File: config.mk
export PLATFORM = sky130hd
export DESIGN_NAME = packed_calendar_date_unit_core
export DESIGN_NICKNAME = d
export VERILOG_FILES = /design/src/rtl/core/pcdu_pkg.sv /design/src/rtl/core/pcdu_apb_regs.sv /design/src/rtl/core/pcdu_day_num.sv /design/src/rtl/core/packed_calendar_date_unit_core.sv
export SDC_FILE = /design/constraint.sdc
export NUM_CORES = 2
export LEC_CHECK = 0
export ABC_AREA = 1
export BUFFER_PORTS_ARGS = -buffer_cell sky130_fd_sc_hd__buf_2
export CORE_MARGIN = 2
export CORE_UTILIZATION = 55
export CTS_CLUSTER_SIZE = 28
export DETAILED_ROUTE_END_ITERATION = 8
export PLACE_DENSITY = 0.72
export SLEW_MARGIN = 15
export SYNTH_ARGS = -nofsm -noshare
export SYNTH_HDL_FRONTEND = slang
export SYNTH_SLANG_ARGS = --single-unit
export TNS_END_PERCENT = 5
File: constraint.sdc
create_clock -name clk_i -period 14.45 [get_ports clk_i]
set_clock_uncertainty 0.2 [all_clocks]
set_input_delay 2.89 -clock clk_i [delete_from_list [all_inputs] [get_ports clk_i]]
set_output_delay 2.89 -clock clk_i [all_outputs]
set_load 0.01 [all_outputs]
File: src/rtl/core/pcdu_pkg.sv
package pcdu_pkg;

  localparam logic [1:0] OP_VALIDATE = 2'd0;
  localparam logic [1:0] OP_NEXT     = 2'd1;
  localparam logic [1:0] OP_PREV     = 2'd2;
  localparam logic [1:0] OP_BETWEEN  = 2'd3;

  localparam logic [1:0] ST_OK    = 2'd0;
  localparam logic [1:0] ST_BAD   = 2'd1;
  localparam logic [1:0] ST_ORDER = 2'd2;

  localparam logic [0:0] REG_LOWER = 1'b0;
  localparam logic [0:0] REG_UPPER = 1'b1;

  localparam logic [31:0] LOWER_RESET = 32'h076C_0101;
  localparam logic [31:0] UPPER_RESET = 32'h0833_0C1F;

  // floor(y / 100) = (y * K100) >> K100_SHIFT for y < 2^16
  localparam logic [16:0] K100       = 17'd83887;
  localparam int          K100_SHIFT = 23;
  localparam logic [15:0] CENTURY    = 16'd100;
  localparam logic [24:0] YEAR_DAYS  = 25'd365;

  localparam int DAYNUM_W = 25;

  typedef struct packed {
    logic [1:0]  opcode;
    logic [31:0] date_a;
    logic [31:0] date_b;
  } pcdu_cmd_t;

  typedef struct packed {
    logic [1:0]  status;
    logic        valid_flag;
    logic [31:0] date_out;
    logic [24:0] day_count;
  } pcdu_res_t;

  typedef struct packed {
    logic [31:0] lower;
    logic [31:0] upper;
  } pcdu_bounds_t;

  typedef struct packed {
    logic                ok;
    logic [4:0]          len;
    logic [4:0]          prev_len;
    logic [DAYNUM_W-1:0] day_num;
  } pcdu_dinfo_t;

  function automatic logic [4:0] month_len(input logic [7:0] m, input logic leap);
    logic [4:0] len;
    case (m)
      8'd1, 8'd3, 8'd5, 8'd7, 8'd8, 8'd10, 8'd12: len = 5'd31;
      8'd4, 8'd6, 8'd9, 8'd11:                    len = 5'd30;
      8'd2:                                       len = leap ? 5'd29 : 5'd28;
      default:                                    len = 5'd0;
    endcase
    return len;
  endfunction

  function automatic logic [8:0] days_before_month(input logic [7:0] m);
    logic [8:0] n;
    case (m)
      8'd2:    n = 9'd31;
      8'd3:    n = 9'd59;
      8'd4:    n = 9'd90;
      8'd5:    n = 9'd120;
      8'd6:    n = 9'd151;
      8'd7:    n = 9'd181;
      8'd8:    n = 9'd212;
      8'd9:    n = 9'd243;
      8'd10:   n = 9'd273;
      8'd11:   n = 9'd304;
      8'd12:   n = 9'd334;
      default: n = 9'd0;
    endcase
    return n;
  endfunction

endpackage

File: src/rtl/core/pcdu_apb_regs.sv
module pcdu_apb_regs
  import pcdu_pkg::*;
(
  input  logic         clk_i,
  input  logic         rst_ni,
  input  logic         psel,
  input  logic         penable,
  input  logic         pwrite,
  input  logic [2:0]   paddr,
  input  logic [31:0]  pwdata,
  output logic [31:0]  prdata,
  output logic         pready,
  output pcdu_bounds_t bounds_o
);

  logic [31:0] lower_q, upper_q;
  logic        wr_en;
  logic [0:0]  sel;

  assign pready = 1'b1;
  assign sel    = paddr[2];
  assign wr_en  = psel && penable && pwrite;

  always_ff @(posedge clk_i or negedge rst_ni) begin
    if (!rst_ni) begin
      lower_q <= LOWER_RESET;
      upper_q <= UPPER_RESET;
    end else if (wr_en) begin
      case (sel)
        REG_LOWER: lower_q <= pwdata;
        REG_UPPER: upper_q <= pwdata;
        default:   lower_q <= lower_q;
      endcase
    end
  end

  always_comb begin
    case (sel)
      REG_LOWER: prdata = lower_q;
      REG_UPPER: prdata = upper_q;
      default:   prdata = '0;
    endcase
  end

  assign bounds_o.lower = lower_q;
  assign bounds_o.upper = upper_q;

endmodule

File: src/rtl/core/pcdu_day_num.sv
module pcdu_day_num
  import pcdu_pkg::*;
(
  input  logic        clk_i,
  input  logic [31:0] date_i,
  output pcdu_dinfo_t info_o
);

  // stage 1: year products
  logic [15:0] y_s1_q;
  logic [7:0]  m_s1_q, d_s1_q;
  logic [9:0]  q_s1_q;
  logic [24:0] y365_s1_q;
  logic [32:0] qprod;

  assign qprod = 33'(date_i[31:16]) * 33'(K100);

  always_ff @(posedge clk_i) begin
    y_s1_q    <= date_i[31:16];
    m_s1_q    <= date_i[15:8];
    d_s1_q    <= date_i[7:0];
    q_s1_q    <= qprod[K100_SHIFT+9:K100_SHIFT];
    y365_s1_q <= 25'(date_i[31:16]) * YEAR_DAYS;
  end

  // stage 2: leap rule, legality, year base and day of year
  logic [15:0]         r16;
  logic                div100, div400, leap;
  logic [4:0]          len, prev_len;
  logic                ok;
  logic [DAYNUM_W-1:0] base;
  logic [8:0]          doy;

  assign r16    = y_s1_q - (16'(q_s1_q) * CENTURY);
  assign div100 = (r16 == 16'd0);
  assign div400 = div100 && (q_s1_q[1:0] == 2'd0);
  assign leap   = ((y_s1_q[1:0] == 2'd0) && !div100) || div400;
  assign len      = month_len(m_s1_q, leap);
  assign prev_len = month_len(m_s1_q - 8'd1, leap);
  assign ok     = (len != 5'd0) && (d_s1_q != 8'd0) && (d_s1_q <= 8'(len));
  assign base   = y365_s1_q + 25'(y_s1_q[15:2]) + 25'(y_s1_q[1:0] != 2'd0)
                - 25'(q_s1_q) - 25'(!div100) + 25'(q_s1_q[9:2]) + 25'(!div400);
  assign doy    = days_before_month(m_s1_q) + 9'((m_s1_q > 8'd2) && leap)
                + 9'(d_s1_q) - 9'd1;

  logic                ok_s2_q;
  logic [4:0]          len_s2_q, prev_len_s2_q;
  logic [DAYNUM_W-1:0] base_s2_q;
  logic [8:0]          doy_s2_q;

  always_ff @(posedge clk_i) begin
    ok_s2_q       <= ok;
    len_s2_q      <= len;
    prev_len_s2_q <= prev_len;
    base_s2_q     <= base;
    doy_s2_q      <= doy;
  end

  // stage 3: day number
  pcdu_dinfo_t info_s3_q;

  always_ff @(posedge clk_i) begin
    info_s3_q.ok       <= ok_s2_q;
    info_s3_q.len      <= len_s2_q;
    info_s3_q.prev_len <= prev_len_s2_q;
    info_s3_q.day_num  <= base_s2_q + DAYNUM_W'(doy_s2_q);
  end

  assign info_o = info_s3_q;

endmodule

File: src/rtl/core/packed_calendar_date_unit_core.sv
// Packed Gregorian date unit. Dates are words: year 31..16, month 15..8,
// day 7..0. Each command word on cmd_i selects validate, next day, previous
// day or days between; it is taken at a rising edge with start high and
// busy low. busy stays low: a new word can be taken every cycle.
// Every command gives exactly one result word on res_o, flagged by a
// one-cycle res_valid_o strobe. The word passes three date pipeline
// stages plus the output register, the first of them loaded at the
// accepting edge. The receiver cannot stall; results leave in command
// order, one per cycle at most.
// Bound registers sit on the APB port: lower at 0x0, upper at 0x4. pready
// is tied high. Write them only while no command is in flight.
// Reset clears the pipeline valid bits and the output strobe and loads the
// bounds with Jan 1 1900 and Dec 31 2099.
module packed_calendar_date_unit_core
  import pcdu_pkg::*;
(
  input  logic        clk_i,
  input  logic        rst_ni,
  input  logic        start,
  output logic        busy,
  input  pcdu_cmd_t   cmd_i,
  output logic        res_valid_o,
  output pcdu_res_t   res_o,
  input  logic        psel,
  input  logic        penable,
  input  logic        pwrite,
  input  logic [2:0]  paddr,
  input  logic [31:0] pwdata,
  output logic [31:0] prdata,
  output logic        pready
);

  pcdu_bounds_t bounds;
  pcdu_dinfo_t  info_a, info_b;
  logic         accept;

  assign busy   = 1'b0;
  assign accept = start && !busy;

  pcdu_apb_regs u_regs (
    .clk_i    (clk_i),
    .rst_ni   (rst_ni),
    .psel     (psel),
    .penable  (penable),
    .pwrite   (pwrite),
    .paddr    (paddr),
    .pwdata   (pwdata),
    .prdata   (prdata),
    .pready   (pready),
    .bounds_o (bounds)
  );

  pcdu_day_num u_dn_a (
    .clk_i  (clk_i),
    .date_i (cmd_i.date_a),
    .info_o (info_a)
  );

  pcdu_day_num u_dn_b (
    .clk_i  (clk_i),
    .date_i (cmd_i.date_b),
    .info_o (info_b)
  );

  // command pipeline alongside the date units
  logic      v_s1_q, v_s2_q, v_s3_q;
  pcdu_cmd_t cmd_s1_q, cmd_s2_q, cmd_s3_q;
  logic      inr_s1_q, inr_s2_q, inr_s3_q;

  always_ff @(posedge clk_i or negedge rst_ni) begin
    if (!rst_ni) begin
      v_s1_q <= 1'b0;
      v_s2_q <= 1'b0;
      v_s3_q <= 1'b0;
    end else begin
      v_s1_q <= accept;
      v_s2_q <= v_s1_q;
      v_s3_q <= v_s2_q;
    end
  end

  always_ff @(posedge clk_i) begin
    cmd_s1_q <= cmd_i;
    inr_s1_q <= (cmd_i.date_a >= bounds.lower) && (cmd_i.date_a <= bounds.upper);
    cmd_s2_q <= cmd_s1_q;
    inr_s2_q <= inr_s1_q;
    cmd_s3_q <= cmd_s2_q;
    inr_s3_q <= inr_s2_q;
  end

  // stage 4: result select
  logic [15:0] y;
  logic [7:0]  m, d;
  logic [31:0] next_date, prev_date;
  pcdu_res_t   res_d, res_q;
  logic        res_valid_q;

  assign y = cmd_s3_q.date_a[31:16];
  assign m = cmd_s3_q.date_a[15:8];
  assign d = cmd_s3_q.date_a[7:0];

  always_comb begin
    if (d == 8'(info_a.len)) begin
      if (m == 8'd12) begin
        next_date = {y + 16'd1, 8'd1, 8'd1};
      end else begin
        next_date = {y, m + 8'd1, 8'd1};
      end
    end else begin
      next_date = cmd_s3_q.date_a + 32'd1;
    end
    if (d == 8'd1 && m == 8'd1) begin
      prev_date = {y - 16'd1, 8'd12, 8'd31};
    end else if (d == 8'd1) begin
      prev_date = {y, m - 8'd1, 8'(info_a.prev_len)};
    end else begin
      prev_date = cmd_s3_q.date_a - 32'd1;
    end
  end

  always_comb begin
    res_d = '0;
    case (cmd_s3_q.opcode)
      OP_VALIDATE: res_d.valid_flag = inr_s3_q && info_a.ok;
      OP_NEXT: begin
        if (!info_a.ok) begin
          res_d.status   = ST_BAD;
          res_d.date_out = cmd_s3_q.date_a;
        end else begin
          res_d.date_out = next_date;
        end
      end
      OP_PREV: begin
        if (!info_a.ok) begin
          res_d.status   = ST_BAD;
          res_d.date_out = cmd_s3_q.date_a;
        end else begin
          res_d.date_out = prev_date;
        end
      end
      OP_BETWEEN: begin
        if (!info_a.ok || !info_b.ok) begin
          res_d.status = ST_BAD;
        end else if (cmd_s3_q.date_b < cmd_s3_q.date_a) begin
          res_d.status = ST_ORDER;
        end else begin
          res_d.day_count = info_b.day_num - info_a.day_num;
        end
      end
      default: res_d = '0;
    endcase
  end

  always_ff @(posedge clk_i or negedge rst_ni) begin
    if (!rst_ni) begin
      res_valid_q <= 1'b0;
    end else begin
      res_valid_q <= v_s3_q;
    end
  end

  always_ff @(posedge clk_i) begin
    res_q <= res_d;
  end

  assign res_valid_o = res_valid_q;
  assign res_o       = res_q;

  a_accept_to_result: assert property (@(posedge clk_i) disable iff (!rst_ni)
    accept |-> ##4 res_valid_o)
    else $error("accepted word produced no result");

  a_result_has_cmd: assert property (@(posedge clk_i) disable iff (!rst_ni)
    res_valid_o |-> $past(accept, 4))
    else $error("result without a command");

  a_validate_status: assert property (@(posedge clk_i) disable iff (!rst_ni)
    (accept && cmd_i.opcode == OP_VALIDATE) |-> ##4 (res_o.status == ST_OK))
    else $error("validate returned an error status");

  a_error_fields: assert property (@(posedge clk_i) disable iff (!rst_ni)
    (res_valid_o && res_o.status != ST_OK) |->
      (res_o.day_count == '0 && !res_o.valid_flag))
    else $error("error result carries a count or valid flag");

endmodule
==> impl_metrics.csv <==
group,metric,value,unit
cts,clock_tree.root_cell,"sky130_fd_sc_hd__clkbuf_16",
sta,clock.fmax,124,MHz
synthesis,synth_area,45600,um2
hold_path,classification_of_the_worst_slack_hold_path,"flop to flop",
die,fp-row-count,105,
finish,layout.cells.most_common_list,"sky130_fd_sc_hd__inv_1, sky130_fd_sc_hd__nand2_1, sky130_fd_sc_hd__ha_1",
synthesis,mappedNetlistNets,6709,
drt,vias,36000,
die,floorplan.initialDensity,55.6,%
drt,drt_pre_antenna_iters,5,
synthesis,synthDistinctLibCells,67,
die,design.die.area,85300,um2
global_route,first_global_vias,35900,
sta,timing.max_slew.rel_slack,28.0,%
global_route,grt_first_pass_wirelength,185000,um
drt,via_per_inst,5.28,
synthesis,synth_top_cell_area_share,21.0,%
setup_path,worst_ep_arrival_time,8.43,ns
synthesis,synth_enable_flop_cells,0,
run_status,run_status,"complete, no violations",
die,design.core.area,82100,um2
setup_path,critPathMaxStageDelay,0.50,ns
cts,cts_tree,"built",
finish,drive_above_1_share,6.76,%
drt,finalWirelength,115000,um
setup_path,setup.worst_path.class,"flop to flop",
die,pin_count,202,
cts,post_cts_resize_count,0,
synthesis,ys_async_sr_fraction,12.4,%
synthesis,synth.yosys.warnings,0,
sta,finalSetupViolations,0,
sta,rsz0062_at_grt,"no",
global_route,global_route.overflow_total,0,
synthesis,synth-seq-area-share,24.8,%
placement,hpwlAfterDp,94300,um
global_route,grt.total_usage,27.1,%
sta,fin_tns_setup,0,ns
finish,area_growth_syn_to_layout,9.32,%
placement,gpl.final_weighted_congestion,0.968,
sta,layout_worst_path_cycle_share,56.0,%
synthesis,synth_flop_cell,"sky130_fd_sc_hd__dfxtp_1",
finish,mostFrequentLayoutCell,"sky130_fd_sc_hd__inv_1",
setup_path,cp-end-kind,"flop",
cts,hold_fix_buffer_count_after_cts,0,
placement,numPortBuffers,197,
cts,h-tree-depth,2,
sta,timing_worst_slew_pin_value,1.08,ns
synthesis,synth.ff_latch_count,547,
cts,clkSlewWorstSetupHoldPaths,0.06,ns
setup_path,reg2reg_setup_slack,6.36,ns
cts,sinks_on_the_clock_net,547,
cts,worstSkewPairLatency,0.66,ns
synthesis,synthTopCellsByArea,"sky130_fd_sc_hd__dfxtp_1, sky130_fd_sc_hd__ha_1, sky130_fd_sc_hd__fa_1, sky130_fd_sc_hd__inv_1, sky130_fd_sc_hd__nand2_1",
die,die_w,292,um
synthesis,postSynthCellCount,5495,
synthesis,synth_top_cell_by_area,"sky130_fd_sc_hd__dfxtp_1",
sta,maxSlewViolCount,0,
setup_path,cp_dominant_cell_by_count,"sky130_fd_sc_hd__nand2_1",
drt,wl_per_cell,16.8,um
cts,post-cts-setup-buffers,0,
drt,first_iter_violations,2281,
global_route,number_of_antenna_violations_at_the_first_check_in_global_routing,5,
setup_path,required,14.79,ns
drt,remaining_drc_errors,0,
cts,cts_inserted_buffers,59,
die,die_height,292,um
synthesis,syn-mean-instance-area,8.30,um2
cts,clock_path_buffers,3,
finish,finish.utilization,60.8,%
job,cap_viol_max_count,0,
setup_path,setup_crit_start_kind,"flop",
sta,final_period_minus_worst_setup_slack,8.09,ns
global_route,grt_start_max_net_pins,69,
sta,hold_viol,0,
drt,drt.antenna.violating_nets,0,
finish,nets,6914,
setup_path,critical_path.slowest_cell,"sky130_fd_sc_hd__dfxtp_1",
setup_path,critical_path.max_fanout,5,
worst paths after layout:
kind | start | cells after the start | endpoint
setup / recovery | u_dn_a.q_s1_q[3] | 37 | u_dn_a.base_s2_q[22]
hold reg to reg | cmd_s2_q[30] | 0 | cmd_s3_q[30]
max in group asynchronous | rst_ni | 2 | u_regs.upper_q[7]
setup reg to reg | u_dn_a.q_s1_q[3] | 37 | u_dn_a.base_s2_q[22]
hold / removal | cmd_s2_q[30] | 0 | cmd_s3_q[30]
min in group asynchronous | rst_ni | 2 | u_regs.upper_q[25]
worst max-delay path, delay by kind of cell (launching register included):
kind            cells  cell delay [ns]
fa+ha+maj          10             3.90
compound gates      5             0.87
buf+inv             2             0.12
flops               1             0.50
simple gates       17             1.87
xor+xnor            3             0.54
metrics by stage:
stage / instance area (um2) / worst slack, ns / hold WS (ns) / std cells
final: 49900 / 6.36 / 0.0725 / 6824
after global routing: 49900 / 5.58 / 0.0756 / 6822
after CTS: 49900 / 6.35 / 0.0629 / 6821
after detailed placement: 47700 / 6.10 / 0.112 / 6709
after global placement: 47700 / 6.18 / 0.110 / 6709
after floorplan: 45600 / 6.69 / 0.110 / 5495
cells by family after synthesis:
kind of cell             Yosys count  share of synthesized area (%)
XOR/XNOR                         222                           4.26
other                              2                         0.0165
buffers and inverters           1136                           9.48
AND/OR/NAND/NOR                 1690                           15.8
flip-flops                       547                           24.8
adder cells (fa/ha/maj)         1107                           36.2
AO/OA/AOI/OAI                    791                           9.53
layout make-up:
| cell class | count | area [um2] |
|---|---|---|
| fillers | 7271 | 32200 |
| well taps | 1070 | 1340 |
| repair buffers | 202 | 1020 |
| flip-flops and latches | 547 | 11300 |
| inverters | 1078 | 4050 |
| clock inverters | 38 | 534 |
| diodes | 3 | 7.51 |
| clock buffers | 74 | 1610 |
| multi-input cells | 3812 | 30000 |
synthesized netlist by cell type, types with 6 or more instances:
library cell and number:
sky130_fd_sc_hd__o21ai_1 12, sky130_fd_sc_hd__inv_1 1067, sky130_fd_sc_hd__dfrtp_1 47, sky130_fd_sc_hd__xor2_1 157, sky130_fd_sc_hd__o21bai_1 16, sky130_fd_sc_hd__or2_2 10
sky130_fd_sc_hd__dfxtp_1 479, sky130_fd_sc_hd__fa_1 353, sky130_fd_sc_hd__ha_1 754, sky130_fd_sc_hd__o31ai_1 8, sky130_fd_sc_hd__buf_2 10, sky130_fd_sc_hd__a21oi_1 343
sky130_fd_sc_hd__o211ai_1 15, sky130_fd_sc_hd__a21o_1 15, sky130_fd_sc_hd__o21ai_2 7, sky130_fd_sc_hd__nor3_1 69, sky130_fd_sc_hd__a31oi_1 21, sky130_fd_sc_hd__a211oi_1 6
sky130_fd_sc_hd__nand3b_1 11, sky130_fd_sc_hd__nor4_1 21, sky130_fd_sc_hd__nand2_2 7, sky130_fd_sc_hd__a21boi_0 6, sky130_fd_sc_hd__dfstp_2 21, sky130_fd_sc_hd__a221oi_1 9
sky130_fd_sc_hd__and2_1 6, sky130_fd_sc_hd__nor2_1 301, sky130_fd_sc_hd__inv_2 7, sky130_fd_sc_hd__nand2_1 953, sky130_fd_sc_hd__nand3_1 218, sky130_fd_sc_hd__nand4_1 64
sky130_fd_sc_hd__o21ai_0 297, sky130_fd_sc_hd__clkbuf_1 37, sky130_fd_sc_hd__o21a_1 14, sky130_fd_sc_hd__xnor2_1 65
state kept, by name, summed over array words and instances, names as in the netlist, 8 cells and up, named ones only:
name / flops
u_dn_b.info_o: 26
cmd_s2_q: 66
u_dn_b.y_s1_q: 15
u_dn_b.y365_s1_q: 23
u_dn_a.doy_s2_q: 9
cmd_s1_q: 8
u_dn_b.base_s2_q: 25
u_dn_a.info_o: 32
u_dn_a.y365_s1_q: 23
u_dn_b.doy_s2_q: 9
u_regs.upper_q: 32
u_dn_b.q_s1_q: 10
u_dn_a.y_s1_q: 15
cmd_s3_q: 66
u_dn_a.base_s2_q: 25
u_dn_a.q_s1_q: 10
u_regs.lower_q: 32
res_o: 60
metal layers:
metal / track usage (%) / wire length [um] / up-vias / part of all wire, %
met5: 0 / 0 / - / 0
met3: 3.70 / 6640 / 194 / 5.8
met1: 36.7 / 52200 / 16800 / 46
met2: 44.8 / 51800 / 995 / 45
met4: 8.70 / 3850 / 0 / 3.4
li1: - / - / 18100 / -
Power is not shown: default switching activity piles up to over one toggle a cycle in this logic, so the estimate is an artifact.
